--- src/hdl/least_squares_line_fit_core_assert.svh ---
// Assertion macros used by the line fit back part.
`ifndef LEAST_SQUARES_LINE_FIT_CORE_ASSERT_SVH
`define LEAST_SQUARES_LINE_FIT_CORE_ASSERT_SVH

// Implication checked on every rising clock edge outside reset.
`define LSF_ASSERT_IMP(label, clk, rst, ante, cons, msg) \
   label: assert property (@(posedge clk) disable iff (rst) (ante) |-> (cons)) \
      else $error(msg);

// Next-cycle implication checked outside reset.
`define LSF_ASSERT_NEXT(label, clk, rst, ante, cons, msg) \
   label: assert property (@(posedge clk) disable iff (rst) (ante) |=> (cons)) \
      else $error(msg);

`endif

--- src/hdl/lsf_pkg.sv ---
`timescale 1ns / 1ps
package lsf_pkg;

   localparam int MAX_POINTS = 1024;
   localparam int CNT_W      = $clog2(MAX_POINTS + 1);
   localparam int SX_W       = 16 + CNT_W;
   localparam int SY_W       = 10 + CNT_W;
   localparam int SXY_W      = 26 + CNT_W;
   localparam int SXX_W      = 32 + CNT_W;
   localparam int OUT_W      = 40;
   localparam int WIDE_W     = 128;
   localparam int DIV_W      = 128;
   localparam int FIFO_DEPTH = 4;
   localparam int FIFO_AW    = $clog2(FIFO_DEPTH);

   localparam logic [9:0] LOW_CUT_RESET  = 10'd10;
   localparam logic [9:0] HIGH_CUT_RESET = 10'd1023;

   localparam logic CSR_LOW_CUT  = 1'b0;
   localparam logic CSR_HIGH_CUT = 1'b1;

   localparam logic [1:0] STATUS_OK       = 2'd0;
   localparam logic [1:0] STATUS_SINGULAR = 2'd1;
   localparam logic [1:0] STATUS_DROPPED  = 2'd2;

   typedef struct packed {
      logic [15:0] voltage;
      logic [9:0]  peak_count;
      logic        last;
   } req_type;

   typedef struct packed {
      logic signed [OUT_W-1:0] intercept;
      logic signed [OUT_W-1:0] slope;
      logic [10:0]             points_used;
      logic [1:0]              fit_status;
   } rsp_type;

   // One queued beat from the front part: classified point.
   typedef struct packed {
      logic [15:0] x;
      logic [9:0]  y;
      logic        take;
      logic        last;
   } pt_type;

endpackage

--- src/hdl/lsf_queue.sv ---
`timescale 1ns / 1ps
module lsf_queue (
   input  logic            clock,
   input  logic            reset,
   input  logic            push,
   input  lsf_pkg::pt_type push_data,
   input  logic            pop,
   output logic            full,
   output logic            not_empty,
   output lsf_pkg::pt_type pop_data
);
   import lsf_pkg::*;

   pt_type mem_ff [FIFO_DEPTH];
   logic [FIFO_AW-1:0] wp_ff, rp_ff;
   logic [FIFO_AW:0]   cnt_ff;

   assign full      = (cnt_ff == (FIFO_AW+1)'(FIFO_DEPTH));
   assign not_empty = (cnt_ff != '0);
   assign pop_data  = mem_ff[rp_ff];

   always_ff @(posedge clock) begin
      if (push) mem_ff[wp_ff] <= push_data;
   end

   // pointers and fill count
   always_ff @(posedge clock) begin
      if (reset) begin
         wp_ff  <= '0;
         rp_ff  <= '0;
         cnt_ff <= '0;
      end else begin
         if (push) wp_ff <= wp_ff + 1'b1;
         if (pop)  rp_ff <= rp_ff + 1'b1;
         cnt_ff <= cnt_ff + (FIFO_AW+1)'(push) - (FIFO_AW+1)'(pop);
      end
   end
endmodule

--- config.mk ---
export PLATFORM = sky130hd
export DESIGN_NAME = lsf_queue
export DESIGN_NICKNAME = d
export VERILOG_FILES = /design/src/hdl/least_squares_line_fit_core_assert.svh /design/src/hdl/lsf_pkg.sv /design/src/hdl/lsf_queue.sv
export SDC_FILE = /design/constraint.sdc
export NUM_CORES = 1
export LEC_CHECK = 0
export ABC_CLOCK_PERIOD_IN_PS = 1800
export BUFFER_PORTS_ARGS = -buffer_cell sky130_fd_sc_hd__buf_2
export CAP_MARGIN = 0
export CORE_MARGIN = 4
export CORE_UTILIZATION = 37
export DETAILED_ROUTE_END_ITERATION = 10
export PLACE_DENSITY = 0.55
export SYNTH_ARGS = -nofsm -noshare
export SYNTH_HDL_FRONTEND = slang
export SYNTH_SLANG_ARGS = --single-unit
export TNS_END_PERCENT = 100
--- constraint.sdc ---
create_clock -name clock -period 1.8 [get_ports clock]
set_input_delay 0.36 -clock clock [delete_from_list [all_inputs] [get_ports clock]]
set_output_delay 0.36 -clock clock [all_outputs]
set_load 0.02 [all_outputs]
==> impl_metrics.toml <==
[logic_synthesis]
synthFlopType = "sky130_fd_sc_hd__edfxtp_1"
netlist_top_cells_count = "sky130_fd_sc_hd__edfxtp_1, sky130_fd_sc_hd__mux4_2, sky130_fd_sc_hd__dfxtp_1, sky130_fd_sc_hd__mux4_1"
syn_area_per_cell_um2 = 24.10
largest_cells_by_area_after_synthesis = "sky130_fd_sc_hd__edfxtp_1, sky130_fd_sc_hd__mux4_2, sky130_fd_sc_hd__mux4_1"
post_synth_num_cell_types = 21
synth-seq-cells = 121
synth_top_family_by_area = "multiplexers"
ys_seq_area_share_pct = 78.21
synth_async_sr_flop_share_pct = 0
synth_warnings = 0
synth_simple_gate_area_share_pct = 1.685
synth_nets = 227
yosysMostFrequentCell = "sky130_fd_sc_hd__edfxtp_1"
synthesis.instances = 188
synthesized_cell_area_um2 = 4531
post_synth_xor_area_fraction_pct = 0.9114
synth-compound-area-share_pct = 0.3314
netlist.top_cell.by_area = "sky130_fd_sc_hd__edfxtp_1"
multiplexer_area_fraction_after_synthesis_pct = 14.80
share_of_the_synthesized_area_in_the_top_cell_type_pct = 74.23
synth_fa_ha_area_share_pct = 2.099
number_of_synthesized_flops_with_an_enable_pin = 112

[power]
power_uw = 6969
leak_pwr_uw = 0.002001
power.ir.vdd_worst_mv = 0.5892
cell_internal_pwr_uw = 5415
total_net_switching_power_uw = 1554
sw_frac_of_total_pct = 22.30
power_per_cell_area_nw_per_um2 = 1218
pwr-share-clk_pct = 39.9
p_comb_share_pct = 12.8
p_seq_share_pct = 47.3

[routing]
drc_errors = 0
vias = 2068
average_detailed_routed_wire_length_per_instance_um = 19.21
detail_route.vias_per_cell = 4.765
detail_route.iter0.violations = 117
drtPass1Iterations = 4
totalWireLength_mm = 8.337
postRouteAntennaNets = 0

[grt]
antenna_violations_before_repair = 0
grt-busiest-layer = "met2"
global_router_s_overall_resource_usage_pct = 12.56
groute.layer.met2.usage_pct = 19.54
maximum_number_of_pins_on_one_net_before_global_route_repair = 29
first_pass_grt_wire_length_mm = 12.96
first_global_vias = 2315
grtUsageMet1_pct = 15.75
globalRouteOverflowTotal = 0
gr-usage-met3_pct = 4.737

[critical_path]
critPathMaxFanout = 5
cpPeakStageDelay_ns = 0.52
critical_path.reg2reg.startpoint = "wp_ff[1]"
critical_path.startpoint_type = "flop"
crit_type = "flop to output port"
reg2regPathDepth = 3
worst-endpoint-required_ns = 1.44
endpoint_kind = "output port"
ordered_list_of_cells_on_the_worst_path = "clkbuf_16 -> mux4_2 -> buf_6"
r2r-end = "mem_ff[0][6]"
worst-r2r-setup-slack_ns = 0.19
critical-path-slowest-cell = "sky130_fd_sc_hd__mux4_2"
crit_end = "pop_data[15]"
cp.arrival_ns = 1.69

[cts]
worst_skew_late_latency_ns = 0.40
clk_path_buf_depth = 2
cts_sinks = 121
cts_made_buffers = 17
ctsHtreeMaxLevel = 4
cts.reportedPaths.clkPinSlew_ns = 0.05
clock_tree_from_tritoncts = "built"
cts_setup_buffers = 0
clock-root-buffer = "sky130_fd_sc_hd__clkbuf_16"
hold_buffers = 0

[final_layout]
antenna_cells_inserted = 0
final_nets = 313
finalNonFillerCells = 434
final_layout_fill_cell_count = 1022
layout.cell_area.non_filler_um2 = 5719
layout-drive-gt1-share_pct = 44.25
flow.area_growth_from_synthesis_pct = 26.24

[sta]
timing.final.max_slew_violations = 0
layout_setup_ws_ns = -0.2531
final_min_period_over_clock_period_pct = 114.1
relative_slew_margins_pct = 46.70
layout_min_cycle_time_ns = 2.053
finalHoldWorstSlack_ns = 0.1724
fmaxAchievable_mhz = 487.1
transition_time_at_the_pin_with_the_least_slew_margin_ns = 0.7995
clock_skew_ns = 0.006657
timing.final.setup_violations = 28
hold_viol_final = 0
grt_setup_unrepaired = "true"

[die]
num_io_pins = 62
floorplan.die.height_um = 118.7
fp.dieW_um = 118.7
core_area_um2 = 12010
core.rowCount = 40
design.die.area_um2 = 14080
initial_utilization_pct = 37.72

[outcome]
failed_checks = "setup timing"
outcome = "complete, but fails checks"

[flow_run]
cap_violations = 0

[placed_design]
placed_cells_incl_taps = 400
detailed_place.area_um2 = 5074
dpl.hpwl_mm = 4.997
place.gp.congestion = 0.6596
worst_slack_at_placement_ns = 0.08680
count_of_buffers_inserted_at_the_top_level_ports = 61

[hold_path]
worst_hold_path_type = "input pin to flop"
## how the worst min path moves through the flow
stage / end / depth (start not counted) / startpoint / slack, ns
2_1_floorplan: cnt_ff[0] / 1 / reset / 0.43
3_3_place_gp: flop / 2 / rp_ff[0] / 0.53
3_5_place_dp: flop / 2 / rp_ff[0] / 0.54
4_1_cts: mem_ff[2][12] / 1 / push_data[12] / 0.15
5_1_grt: mem_ff[2][12] / 1 / push_data[12] / 0.16
6_report: mem_ff[2][12] / 1 / push_data[12] / 0.17
## flip-flops by register name, summed over array words and instances (netlist names), named ones only
name,count
rp_ff,2
cnt_ff,3
wp_ff,2
mem_ff,112
## through the flow
| stage | util [%] | TNS [ns] |
|---|---|---|
| after detailed placement | 42.24 | 0 |
| after CTS | 46.71 | -6.837 |
| final | 47.61 | -6.213 |
| after floorplan | - | 0 |
| after global placement | 42.24 | 0 |
| after global routing | 47.61 | -7.968 |
## layout make-up
type / instances / area, µm² / share of cell area (%)
clock inverter: 6 / 25.02 / 0.4375
inverter: 6 / 22.52 / 0.3938
timing repair buffer: 73 / 606.8 / 10.61
sequential: 121 / 3548 / 62.04
multi-input combinational: 55 / 873.3 / 15.27
tap: 147 / 183.9 / 3.216
clock buffer: 26 / 459.2 / 8.029
## routing by layer
layer | up-vias | routed length [µm] | share of wire [%]
li1 | 946 | - | -
met1 | 1051 | 3808 | 46
met2 | 59 | 3944 | 47
met3 | 12 | 434 | 5.2
met4 | 0 | 148 | 1.8
met5 | - | 0 | 0
## cells by family after synthesis
| group | count (synthesis) |
|---|---|
| flip-flops | 121 |
| multiplexers | 29 |
| AND/OR/NAND/NOR | 14 |
| buffers and inverters | 12 |
| adder cells (fa/ha/maj) | 7 |
| XOR/XNOR | 3 |
| AO/OA/AOI/OAI | 2 |
## power by group through the flow
stage / Clock [µW] / Sequential, µW / Combinational (µW)
3_5_place_dp: 0 / 3340 / 785
3_3_place_gp: 0 / 3330 / 777
6_report: 2780 / 3290 / 893
4_1_cts: 2860 / 3290 / 838
2_1_floorplan: 0 / 3320 / 518
5_1_grt: 3010 / 3300 / 962
## layout by cell type (no fill, tap or decap)
master                      instances
sky130_fd_sc_hd__mux4_2            28
sky130_fd_sc_hd__xor3_1             1
sky130_fd_sc_hd__clkinv_2           2
sky130_fd_sc_hd__buf_16             1
sky130_fd_sc_hd__buf_4              5
sky130_fd_sc_hd__clkbuf_1           9
sky130_fd_sc_hd__clkinv_1           4
sky130_fd_sc_hd__nor2b_1            2
sky130_fd_sc_hd__mux2i_1            1
sky130_fd_sc_hd__buf_8              1
sky130_fd_sc_hd__inv_1              6
sky130_fd_sc_hd__and2_2             4
sky130_fd_sc_hd__and3_1             1
sky130_fd_sc_hd__ha_1               6
sky130_fd_sc_hd__fa_1               1
sky130_fd_sc_hd__buf_6             21
sky130_fd_sc_hd__dfxtp_1            7
sky130_fd_sc_hd__or3_1              1
sky130_fd_sc_hd__a21bo_2            1
sky130_fd_sc_hd__clkbuf_16         18
sky130_fd_sc_hd__nand3b_1           1
sky130_fd_sc_hd__buf_12             3
sky130_fd_sc_hd__dfxtp_4            1
sky130_fd_sc_hd__edfxtp_1         112
sky130_fd_sc_hd__a21oi_1            1
sky130_fd_sc_hd__buf_2             41
sky130_fd_sc_hd__dfxtp_2            1
sky130_fd_sc_hd__xnor2_1            2
sky130_fd_sc_hd__nor2_1             5
## worst max-delay path, delay by kind of cell (launching register included)
| family | cells | cell delay (ns) |
|---|---|---|
| flops | 1 | 0.43 |
| mux | 1 | 0.52 |
| buf+inv | 2 | 0.33 |
## timing repair
item                                    in CTS  in global routing
cloned                                       1                  1
gates resized for setup                     22                 34
endpoints found under the setup margin      28                 28
Note: power is estimated with default switching activity, not from simulation.
