===== config.mk =====
export PLATFORM = sky130hd
export DESIGN_NAME = lsf_front
export DESIGN_NICKNAME = d
export VERILOG_FILES = /design/src/hdl/least_squares_line_fit_core_assert.svh /design/src/hdl/lsf_pkg.sv /design/src/hdl/lsf_front.sv
export SDC_FILE = /design/constraint.sdc
export NUM_CORES = 1
export LEC_CHECK = 0
export ABC_AREA = 1
export CAP_MARGIN = 20
export CORE_ASPECT_RATIO = 2
export CORE_MARGIN = 2
export CORE_UTILIZATION = 54
export CTS_CLUSTER_DIAMETER = 80
export CTS_CLUSTER_SIZE = 20
export DETAILED_ROUTE_END_ITERATION = 6
export DONT_BUFFER_PORTS = 1
export PLACE_DENSITY = 0.72
export SLEW_MARGIN = 20
export SYNTH_ARGS = -nofsm -noshare
export SYNTH_HDL_FRONTEND = slang
export SYNTH_SLANG_ARGS = --single-unit

===== constraint.sdc =====
create_clock -name clock -period 1.6 [get_ports clock]
set_clock_uncertainty 0.1 [all_clocks]
set_input_delay 0.32 -clock clock [delete_from_list [all_inputs] [get_ports clock]]
set_output_delay 0.32 -clock clock [all_outputs]
set_load 0.01 [all_outputs]

===== src/hdl/least_squares_line_fit_core_assert.svh =====
// Assertion macros used by the line fit back part.
`ifndef LEAST_SQUARES_LINE_FIT_CORE_ASSERT_SVH
`define LEAST_SQUARES_LINE_FIT_CORE_ASSERT_SVH

// Implication checked on every rising clock edge outside reset.
`define LSF_ASSERT_IMP(label, clk, rst, ante, cons, msg) \
   label: assert property (@(posedge clk) disable iff (rst) (ante) |-> (cons)) \
      else $error(msg);

// Next-cycle implication checked outside reset.
`define LSF_ASSERT_NEXT(label, clk, rst, ante, cons, msg) \
   label: assert property (@(posedge clk) disable iff (rst) (ante) |=> (cons)) \
      else $error(msg);

`endif


===== src/hdl/lsf_pkg.sv =====
`timescale 1ns / 1ps
package lsf_pkg;

   localparam int MAX_POINTS = 1024;
   localparam int CNT_W      = $clog2(MAX_POINTS + 1);
   localparam int SX_W       = 16 + CNT_W;
   localparam int SY_W       = 10 + CNT_W;
   localparam int SXY_W      = 26 + CNT_W;
   localparam int SXX_W      = 32 + CNT_W;
   localparam int OUT_W      = 40;
   localparam int WIDE_W     = 128;
   localparam int DIV_W      = 128;
   localparam int FIFO_DEPTH = 4;
   localparam int FIFO_AW    = $clog2(FIFO_DEPTH);

   localparam logic [9:0] LOW_CUT_RESET  = 10'd10;
   localparam logic [9:0] HIGH_CUT_RESET = 10'd1023;

   localparam logic CSR_LOW_CUT  = 1'b0;
   localparam logic CSR_HIGH_CUT = 1'b1;

   localparam logic [1:0] STATUS_OK       = 2'd0;
   localparam logic [1:0] STATUS_SINGULAR = 2'd1;
   localparam logic [1:0] STATUS_DROPPED  = 2'd2;

   typedef struct packed {
      logic [15:0] voltage;
      logic [9:0]  peak_count;
      logic        last;
   } req_type;

   typedef struct packed {
      logic signed [OUT_W-1:0] intercept;
      logic signed [OUT_W-1:0] slope;
      logic [10:0]             points_used;
      logic [1:0]              fit_status;
   } rsp_type;

   // One queued beat from the front part: classified point.
   typedef struct packed {
      logic [15:0] x;
      logic [9:0]  y;
      logic        take;
      logic        last;
   } pt_type;

endpackage


===== src/hdl/lsf_front.sv =====
`timescale 1ns / 1ps
module lsf_front (
   input  logic            clock,
   input  logic            reset,
   input  logic            start,
   input  lsf_pkg::req_type req_data,
   input  logic            csr_we,
   input  logic [0:0]      csr_index,
   input  logic [9:0]      csr_wdata,
   input  logic            q_full,
   output logic            busy,
   output logic            q_push,
   output lsf_pkg::pt_type q_data
);
   import lsf_pkg::*;

   logic [9:0] low_cut_ff, high_cut_ff;
   logic       win;

   // cut registers
   always_ff @(posedge clock) begin
      if (reset) begin
         low_cut_ff  <= LOW_CUT_RESET;
         high_cut_ff <= HIGH_CUT_RESET;
      end else if (csr_we) begin
         unique case (csr_index)
            CSR_LOW_CUT:  low_cut_ff  <= csr_wdata;
            CSR_HIGH_CUT: high_cut_ff <= csr_wdata;
            default: ;
         endcase
      end
   end

   assign busy = q_full;
   assign win  = (req_data.peak_count > low_cut_ff) && (req_data.peak_count < high_cut_ff);

   // classify and forward
   assign q_push        = start && !busy;
   assign q_data.x      = req_data.voltage;
   assign q_data.y      = req_data.peak_count;
   assign q_data.take   = win;
   assign q_data.last   = req_data.last;
endmodule


==> results of run 1 <==
## final cells by class
class                      count  area, sq um
fill                         215          932
multi-input combinational    112          926
sequential                    20          412
inverter                      34          128
timing repair buffer          11         82.6
clock buffer                   4         55.1
tap                           28         35.0
## power by group
group	total (mW)	leakage, nW	internal, mW	switching, mW
combinational	0.343	0.559	0.158	0.186
clock	0.386	0.0288	0.219	0.167
sequential	0.546	0.167	0.534	0.0123
## per-layer routing
layer,up-vias,part of all wire
met4,0,0.036
met2,55,0.56
met1,523,0.34
met3,13,0.058
met5,-,0
li1,564,-
## cell families after synthesis
group | count (synthesis)
compound gates | 32
simple gates | 61
flops | 20
buf+inv | 67
fa+ha+maj | 19
## placed cells by master, fill, tap and decap left out
| cell | Yosys | routed |
|---|---|---|
| sky130_fd_sc_hd__nor2_2 | 0 | 1 |
| sky130_fd_sc_hd__nor2_1 | 13 | 7 |
| sky130_fd_sc_hd__a21oi_1 | 12 | 11 |
| sky130_fd_sc_hd__nand3_1 | 3 | 3 |
| sky130_fd_sc_hd__dfxtp_2 | 0 | 9 |
| sky130_fd_sc_hd__inv_1 | 32 | 20 |
| sky130_fd_sc_hd__ha_1 | 19 | 5 |
| sky130_fd_sc_hd__dfxtp_1 | 20 | 11 |
| sky130_fd_sc_hd__o21ai_1 | 1 | 1 |
| sky130_fd_sc_hd__o21ai_2 | 1 | 1 |
| sky130_fd_sc_hd__nand2_4 | 0 | 3 |
| sky130_fd_sc_hd__clkbuf_8 | 0 | 4 |
| sky130_fd_sc_hd__o21ai_0 | 6 | 6 |
| sky130_fd_sc_hd__buf_4 | 29 | 11 |
| sky130_fd_sc_hd__inv_2 | 2 | 14 |
| sky130_fd_sc_hd__ha_4 | 0 | 14 |
| sky130_fd_sc_hd__a21o_1 | 1 | 1 |
| sky130_fd_sc_hd__nand2_1 | 43 | 36 |
| sky130_fd_sc_hd__nor2_4 | 1 | 6 |
| sky130_fd_sc_hd__nand4_1 | 1 | 1 |
| sky130_fd_sc_hd__o211ai_1 | 11 | 11 |
| sky130_fd_sc_hd__a21oi_2 | 0 | 1 |
| sky130_fd_sc_hd__nand2_2 | 0 | 4 |
## per-stage QoR
step | power, mW | cell area [sq um]
detailed placement | 0.785 | 1320
finish | 1.28 | 1640
global placement | 0.773 | 1320
floorplan | 0.799 | 1450
global route | 1.35 | 1640
CTS | 1.25 | 1610
## sequential cells by signal (all words and copies together) (netlist names)
| name | flops |
|---|---|
| low_cut_ff | 10 |
| high_cut_ff | 10 |
## critical path, stage by stage (launching register included)
cell,delay [ns]
sky130_fd_sc_hd__dfxtp_2,0.33
sky130_fd_sc_hd__inv_2,0.04
sky130_fd_sc_hd__ha_4,0.27
sky130_fd_sc_hd__nand2_4,0.06
sky130_fd_sc_hd__nor2_4,0.14
sky130_fd_sc_hd__nand2_2,0.08
sky130_fd_sc_hd__nor2_4,0.13
sky130_fd_sc_hd__nor2_4,0.06
sky130_fd_sc_hd__nor2_4,0.12
## worst min path at each step
stage / startpoint / slack, ns / end
floorplan: low_cut_ff[7]$_SDFFE_PP0P_ / 0.33 / low_cut_ff[7]$_SDFFE_PP0P_
global placement: csr_wdata[0] / 0.34 / high_cut_ff[0]$_SDFFE_PP1P_
detailed placement: csr_wdata[0] / 0.34 / high_cut_ff[0]$_SDFFE_PP1P_
CTS: csr_wdata[0] / 0.08 / high_cut_ff[0]$_SDFFE_PP1P_
global route: csr_wdata[4] / 0.09 / high_cut_ff[4]$_SDFFE_PP1P_
finish: csr_wdata[0] / 0.08 / high_cut_ff[0]$_SDFFE_PP1P_
## what timing repair did
| action | in CTS | in global routing |
|---|---|---|
| hold endpoints to repair | 0 | 0 |
| resized for setup | 44 | 12 |
| pin swaps | 17 | 7 |
| setup endpoints to repair | 1 | 1 |
## synthesized netlist by cell type
| master | instances | area share |
|---|---|---|
| sky130_fd_sc_hd__buf_4 | 29 | 0.15 |
| sky130_fd_sc_hd__nor2_4 | 1 | 0.0078 |
| sky130_fd_sc_hd__nor2_1 | 13 | 0.034 |
| sky130_fd_sc_hd__buf_2 | 1 | 0.0034 |
| sky130_fd_sc_hd__o21ai_0 | 6 | 0.021 |
| sky130_fd_sc_hd__inv_1 | 32 | 0.083 |
| sky130_fd_sc_hd__o21ai_1 | 1 | 0.0034 |
| sky130_fd_sc_hd__nand2_1 | 43 | 0.11 |
| sky130_fd_sc_hd__o21ai_2 | 1 | 0.0060 |
| sky130_fd_sc_hd__a21oi_1 | 12 | 0.041 |
| sky130_fd_sc_hd__nand4_1 | 1 | 0.0043 |
| sky130_fd_sc_hd__nand3_1 | 3 | 0.010 |
| sky130_fd_sc_hd__o211ai_1 | 11 | 0.057 |
| sky130_fd_sc_hd__inv_2 | 2 | 0.0052 |
| sky130_fd_sc_hd__ha_1 | 19 | 0.16 |
| sky130_fd_sc_hd__buf_6 | 2 | 0.016 |
| sky130_fd_sc_hd__dfxtp_1 | 20 | 0.28 |
| sky130_fd_sc_hd__clkbuf_1 | 1 | 0.0026 |
| sky130_fd_sc_hd__a21o_1 | 1 | 0.0052 |
==> flow_summary.rst, run 1 <==
.. list-table::
   :header-rows: 1

   * - Metric
     - Value
   * - Minimum setup slack in the final design
     - -0.317 ns
   * - Wire length reported by the detailed router
     - roughly 3.3 mm
   * - Largest fanout on the critical path
     - 3
   * - Measured slew at the worst slew-check pin
     - 0.321 ns
   * - Cell leakage power
     - 0.755 nW
   * - TritonCTS clock tree
     - built
   * - Global-route wire length before repair
     - 5.12 mm
   * - Critical path capture point type
     - output pin
   * - Via count of the first global-routing pass
     - approximately 1.2k
   * - Floorplan row count
     - 26
   * - Final antenna diode count
     - 0
   * - Endpoint of the worst-slack reg-to-reg timing path
     - high_cut_ff[5]$_SDFFE_PP1P_
   * - Share of synthesized area occupied by flip-flops and latches
     - 0.276
   * - Post-Synthesis Net Count
     - 261
   * - Maximum ir drop on the vdd rail
     - 0.549 mV
   * - Final Max Tran Viols
     - 0
   * - Area Overhead vs Synth
     - 12.8%
   * - Placed Cells incl. Taps
     - 205
   * - Met3 Track Usage GR
     - 0.0520
   * - Number of top-level pins
     - 73
   * - Count of cell types in the netlist
     - 19
   * - RSZ-0062 raised after global routing
     - true
   * - Worst skew pair latency
     - 0.25 ns
   * - Required @ worst endpoint
     - 1.18 ns
   * - CTS Root Buffer Type
     - sky130_fd_sc_hd__clkbuf_8
   * - CTS H-tree lvls
     - 1
   * - Maximum number of pins on one net before global-route repair
     - 21
   * - Clock-pin slew on the worst setup and hold paths
     - 0.08 ns
   * - Worst setup path end
     - q_data[1]
   * - Die area
     - roughly 3100 sq um
   * - Kind of path behind the tightest hold check
     - input pin to register
   * - Congestion Overflow GR
     - 0
   * - Number of nets still failing antenna checks after routing
     - 0
   * - Post-Synth Simple-Gate Area
     - 0.167
   * - Reg2Reg Depth
     - 3
   * - Violated checks
     - setup timing
   * - Cell area after technology mapping
     - 1450 sq um
   * - Ratio of cells with drive above 1 in the final layout
     - 0.376
   * - Count of TritonRoute iterations in the first routing pass
     - 4
   * - Final period util
     - 1.20
   * - Post-Route Hold Slack
     - 0.0779 ns
   * - Via density per instance
     - between 5 and 6
   * - Maximum Capacitance Violations
     - 0
   * - Via total after detailed routing
     - 1155
   * - Launching instance or port of the critical path
     - low_cut_ff[9]$_SDFFE_PP0P_
   * - Core Box Area
     - 2570 sq um
   * - Met2 track utilization from global routing
     - 0.422
   * - Number of antenna violations at the first check in global routing
     - 0
   * - Critical path type
     - register to output pin
   * - Start of the worst register-to-register path
     - high_cut_ff[5]$_SDFFE_PP1P_
   * - Global routing usage summed across all routing layers
     - 0.230
   * - Combinational family with the most area after synthesis
     - buffers and inverters
   * - Post-Place Worst Slack
     - -0.192 ns
   * - Residual DRC count
     - 0
   * - Met1 Track Usage GR
     - 0.220
   * - Number of buffers inserted during clock tree synthesis
     - 3
   * - Die height
     - 77.3 microns
   * - Finished Layout Cells
     - about 210
   * - Number of buffers inserted for hold repair after clock tree synthesis
     - 0
   * - Number of clock sinks
     - 20
   * - Cell area power density
     - 779 nW/um^2
   * - Port-buffer cells
     - 0
   * - Detail Placement HPWL
     - 2.22 mm
   * - Average routed wire per standard cell
     - 15.9 microns
   * - Synthesized netlist cell count
     - 199
   * - Hold Fails Final Rpt
     - 0
   * - Mean instance size in the synthesized netlist
     - 7.29 sq um
   * - End-of-flow core utilization
     - 0.637
   * - Die width
     - 40.7 microns
   * - Post-synthesis mux area share
     - 0
   * - Worst R2R Setup Slack
     - between 0.7 and 0.8 ns
   * - Share of the synthesized netlist area taken by xor and xnor gates
     - 0
   * - # Post-CTS Setup Buffers
     - 0
   * - Net count reported at finish
     - roughly 240
   * - Complex-gate fraction of the synthesized area
     - 0.134
   * - Final-layout setup total negative slack
     - -0.317 ns
   * - Worst Path Arrival
     - 1.50 ns
   * - Final setup violating endpoints
     - 1
   * - Synth warnings
     - 0
   * - Buffers from clock root to sink, at most
     - 2
   * - Number of DRC violations after detailed-routing iteration 0
     - 47
   * - FMAX
     - 522 MHz
   * - Worst hold stages
     - 2
   * - Most congested layer reported by global routing
     - met2
   * - Initial core utilization
     - 0.565
   * - Final Wtd Congestion
     - 0.768
   * - Minimum period implied by the final worst setup slack
     - 1.92 ns
   * - Flip-flop and latch count after synthesis
     - 20
   * - Adder and majority cell fraction of the synthesized area
     - 0.164
   * - Result of the run
     - finished with violations
   * - Worst slew margin
     - 0.786
   * - Startpoint kind of the worst setup timing path
     - register
No activity file was read; power rests on OpenSTA's default activity.
==> inputs of run 2 (changes only) <==
Settings changed: CTS_BUF_LIST set to sky130_fd_sc_hd__clkbuf_2, PLACE_DENSITY 0.72 to 0.69, SKIP_LAST_GASP set to 1.
Clock period 1.6 ns to 2.2 ns, I/O delays scaled along.
==> run 2 against run 1 <==
  * The flow now finishes without violations
  * Cell count is 5.7% lower
  * Clock-buffer cell count is 1 lower
  * Register-to-register slack better by 0.69 ns
  * Critical path type unchanged
  * Worst setup slack better by 0.42 ns
  * Die area stayed put
  * Global-route usage is 5.9 points lower
  * Critical endpoint unchanged
  * Power is 44% lower
  * Highest routed layer unchanged
  * Utilization is 11 points lower
  * Via count is 9.5% lower
==> flow_summary.rst, run 2 (same netlist as run 1, synthesis figures left out) <==
.. list-table::
   :header-rows: 1

   * - Metric
     - Value
   * - Result of the run
     - finished, final reports clean
   * - FMAX
     - 477 MHz
   * - Minimum period implied by the final worst setup slack
     - 2.10 ns
   * - Die width
     - 40.7 microns
   * - Detailed-routed wire length on met3
     - 142 microns
   * - Largest registers
     - high_cut_ff (10), low_cut_ff (10)
   * - Final setup violating endpoints
     - 0
   * - Ratio of cells with drive above 1 in the final layout
     - 0.148
   * - Final period util
     - 0.953
   * - Number of buffers inserted during clock tree synthesis
     - 3
   * - Die area
     - 3140 sq um
   * - CP dominant cell by count
     - sky130_fd_sc_hd__nor2_2
   * - Worst slew margin
     - 0.609
   * - Fill count
     - 263
   * - CTS H-tree lvls
     - 1
   * - Tot Pwr
     - 717 uW
   * - Congestion Overflow GR
     - 0
   * - Post-Route M1 WL
     - around 1.0 mm
   * - Worst Path Arrival
     - 1.56 ns
   * - Global routing usage summed across all routing layers
     - 0.171
   * - Endpoint of the worst hold-timing path
     - high_cut_ff[2]$_SDFFE_PP1P_
   * - Number of buffers inserted for hold repair after clock tree synthesis
     - 0
   * - Internal cell power
     - 496 uW
   * - Post-Place Worst Slack
     - approximately 0.28 ns
   * - Via density per instance
     - 5.30
   * - Area Overhead vs Synth
     - -7.16%
   * - Via total after detailed routing
     - about 1.0k
   * - Required @ worst endpoint
     - 1.66 ns
   * - Net switching fraction of the power
     - 0.308
   * - Number of DRC violations after detailed-routing iteration 0
     - 14
   * - Wire length reported by the detailed router
     - 2.65 mm
   * - Minimum setup slack in the final design
     - ~0.1 ns
   * - Reg2Reg Depth
     - 2
   * - Worst R2R Setup Slack
     - 1.43 ns
   * - Largest fanout on the critical path
     - 2
   * - Hold Fails Final Rpt
     - 0
   * - Maximum ir drop on the vdd rail
     - 0.312 mV
   * - TritonCTS clock tree
     - built
   * - Final antenna diode count
     - 0
   * - Top cell family by delay on the critical path
     - simple AND/OR/NAND/NOR gates
   * - Final design instance area without fill
     - 1350 sq um
   * - Total placed instance area
     - 1240 sq um
   * - Critical path type
     - register to output pin
   * - Start of the worst register-to-register path
     - high_cut_ff[5]$_SDFFE_PP1P_
   * - Buffers from clock root to sink, at most
     - 2
   * - Ordered list of cells on the worst path
     - inv_1, ha_4, nand2_2, nor2_2, nand2_1, nor2_1, nor2_2, nor2_2
   * - Number of nets still failing antenna checks after routing
     - 0
   * - Port-buffer cells
     - 0
   * - Crit path buf inv count
     - 1
   * - Endpoint of the worst-slack reg-to-reg timing path
     - high_cut_ff[5]$_SDFFE_PP1P_
   * - Worst hold stages
     - 2
   * - # Post-CTS Setup Buffers
     - 0
   * - Worst skew pair latency
     - around 0.3 ns
   * - Cell area power density
     - roughly 530 nW/um^2
   * - Residual DRC count
     - 0
   * - Net count reported at finish
     - 233
   * - Leading cell type in the layout, fill and taps excluded
     - sky130_fd_sc_hd__nand2_1
   * - CP peak stage delay
     - 0.36 ns
   * - Measured slew at the worst slew-check pin
     - 0.585 ns
   * - Average routed wire per standard cell
     - 13.4 microns
   * - Number of top-level pins
     - 73
   * - Maximum Capacitance Violations
     - 0
   * - Number of antenna violations at the first check in global routing
     - 0
   * - Core Box Area
     - around 2600 sq um
   * - Kind of path behind the tightest hold check
     - input pin to register
   * - Via count of the first global-routing pass
     - 978
   * - Final-layout setup total negative slack
     - 0 ns
   * - Startpoint kind of the worst setup timing path
     - register
   * - Number of clock sinks
     - 20
   * - Initial core utilization
     - 0.565
   * - Post-Route Hold Slack
     - 0.137 ns
   * - Critical path capture point type
     - output pin
   * - Detailed route wirelength on metal2
     - 1.45 mm
   * - Die height
     - 77.3 microns
   * - Clock-pin slew on the worst setup and hold paths
     - 0.20 ns
   * - NetSw
     - 221 uW
   * - Hold_sp
     - csr_wdata[2]
   * - Maximum number of pins on one net before global-route repair
     - 21
   * - CTS Root Buffer Type
     - sky130_fd_sc_hd__clkbuf_2
   * - Final Wtd Congestion
     - 0.809
   * - Final Max Tran Viols
     - 0
   * - Uppermost routed layer
     - met4
   * - Global-route wire length before repair
     - 3.83 mm
   * - Power share of the sequential group
     - 0.549
   * - Cell with the biggest individual delay on the critical path
     - sky130_fd_sc_hd__dfxtp_2
   * - Clock Power Share
     - 0.208
   * - Power share of the combinational group
     - 0.243
   * - Floorplan row count
     - 26
   * - Cell leakage power
     - 0.678 nW
   * - Detail Placement HPWL
     - 1.98 mm
   * - Most used cells in the layout excluding fill and tap cells
     - 39 x sky130_fd_sc_hd__nand2_1, 31 x sky130_fd_sc_hd__inv_1, 17 x sky130_fd_sc_hd__dfxtp_1
   * - FF+latch area
     - 404 sq um
   * - Count of TritonRoute iterations in the first routing pass
     - 4
   * - Multi-input gate area in the final layout
     - 766 sq um
==> run 2: changes by cell type in the layout (fill, tap and decap cells not counted), sizes merged <==
cell | before | now
buf | 11 | 0
clkbuf | 4 | 3
==> run 2: power groups by stage <==
stage | Combinational (mW) | Sequential (mW) | Clock (mW)
2_1_floorplan | 0.181 | 0.399 | 0
3_3_place_gp | 0.144 | 0.400 | 0
3_5_place_dp | 0.148 | 0.401 | 0
4_1_cts | 0.151 | 0.393 | 0.152
5_1_grt | 0.200 | 0.396 | 0.164
6_report | 0.174 | 0.394 | 0.149
==> run 2: worst register-to-register path, stage by stage, from the launching register on <==
cell                       delay (ns)
sky130_fd_sc_hd__dfxtp_1         0.34
sky130_fd_sc_hd__inv_1           0.10
sky130_fd_sc_hd__o211ai_1        0.11
==> run 2: area by class of cell <==
| cell class | instances | share of cell area |
|---|---|---|
| inverter | 34 | 0.0947 |
| sequential | 20 | 0.300 |
| clock buffer | 3 | 0.0111 |
| multi-input combinational | 112 | 0.568 |
| tap | 28 | 0.0260 |
==> run 2: routing by layer <==
layer | global-route usage | up-vias
met5 | 0 | -
met4 | 0.0800 | 0
met3 | 0.0405 | 8
met2 | 0.290 | 29
met1 | 0.179 | 469
li1 | - | 539
==> run 2: per-stage QoR <==
stage	util	instances
floorplan	-	199
global placement	0.482	194
detailed placement	0.482	194
CTS	0.488	197
global route	0.524	197
finish	0.524	197
==> run 2: worst max-delay path by stage <==
stage / start / to / slack, ns / cells after the start
floorplan: req_data[10] / q_data[1] / 0.35 / 9
global placement: req_data[10] / q_data[1] / 0.32 / 6
detailed placement: req_data[10] / q_data[1] / 0.28 / 7
CTS: low_cut_ff[9]$_SDFFE_PP0P_ / q_data[1] / 0.02 / 8
global route: low_cut_ff[7]$_SDFFE_PP0P_ / q_data[1] / -0.0003 / 9
finish: low_cut_ff[5]$_SDFFE_PP0P_ / q_data[1] / 0.10 / 8
==> run 2: repair_timing <==
item | in CTS | in global routing
pin swaps | 0 | 2
resized for setup | 1 | 18
endpoints found under the setup margin | 1 | 1
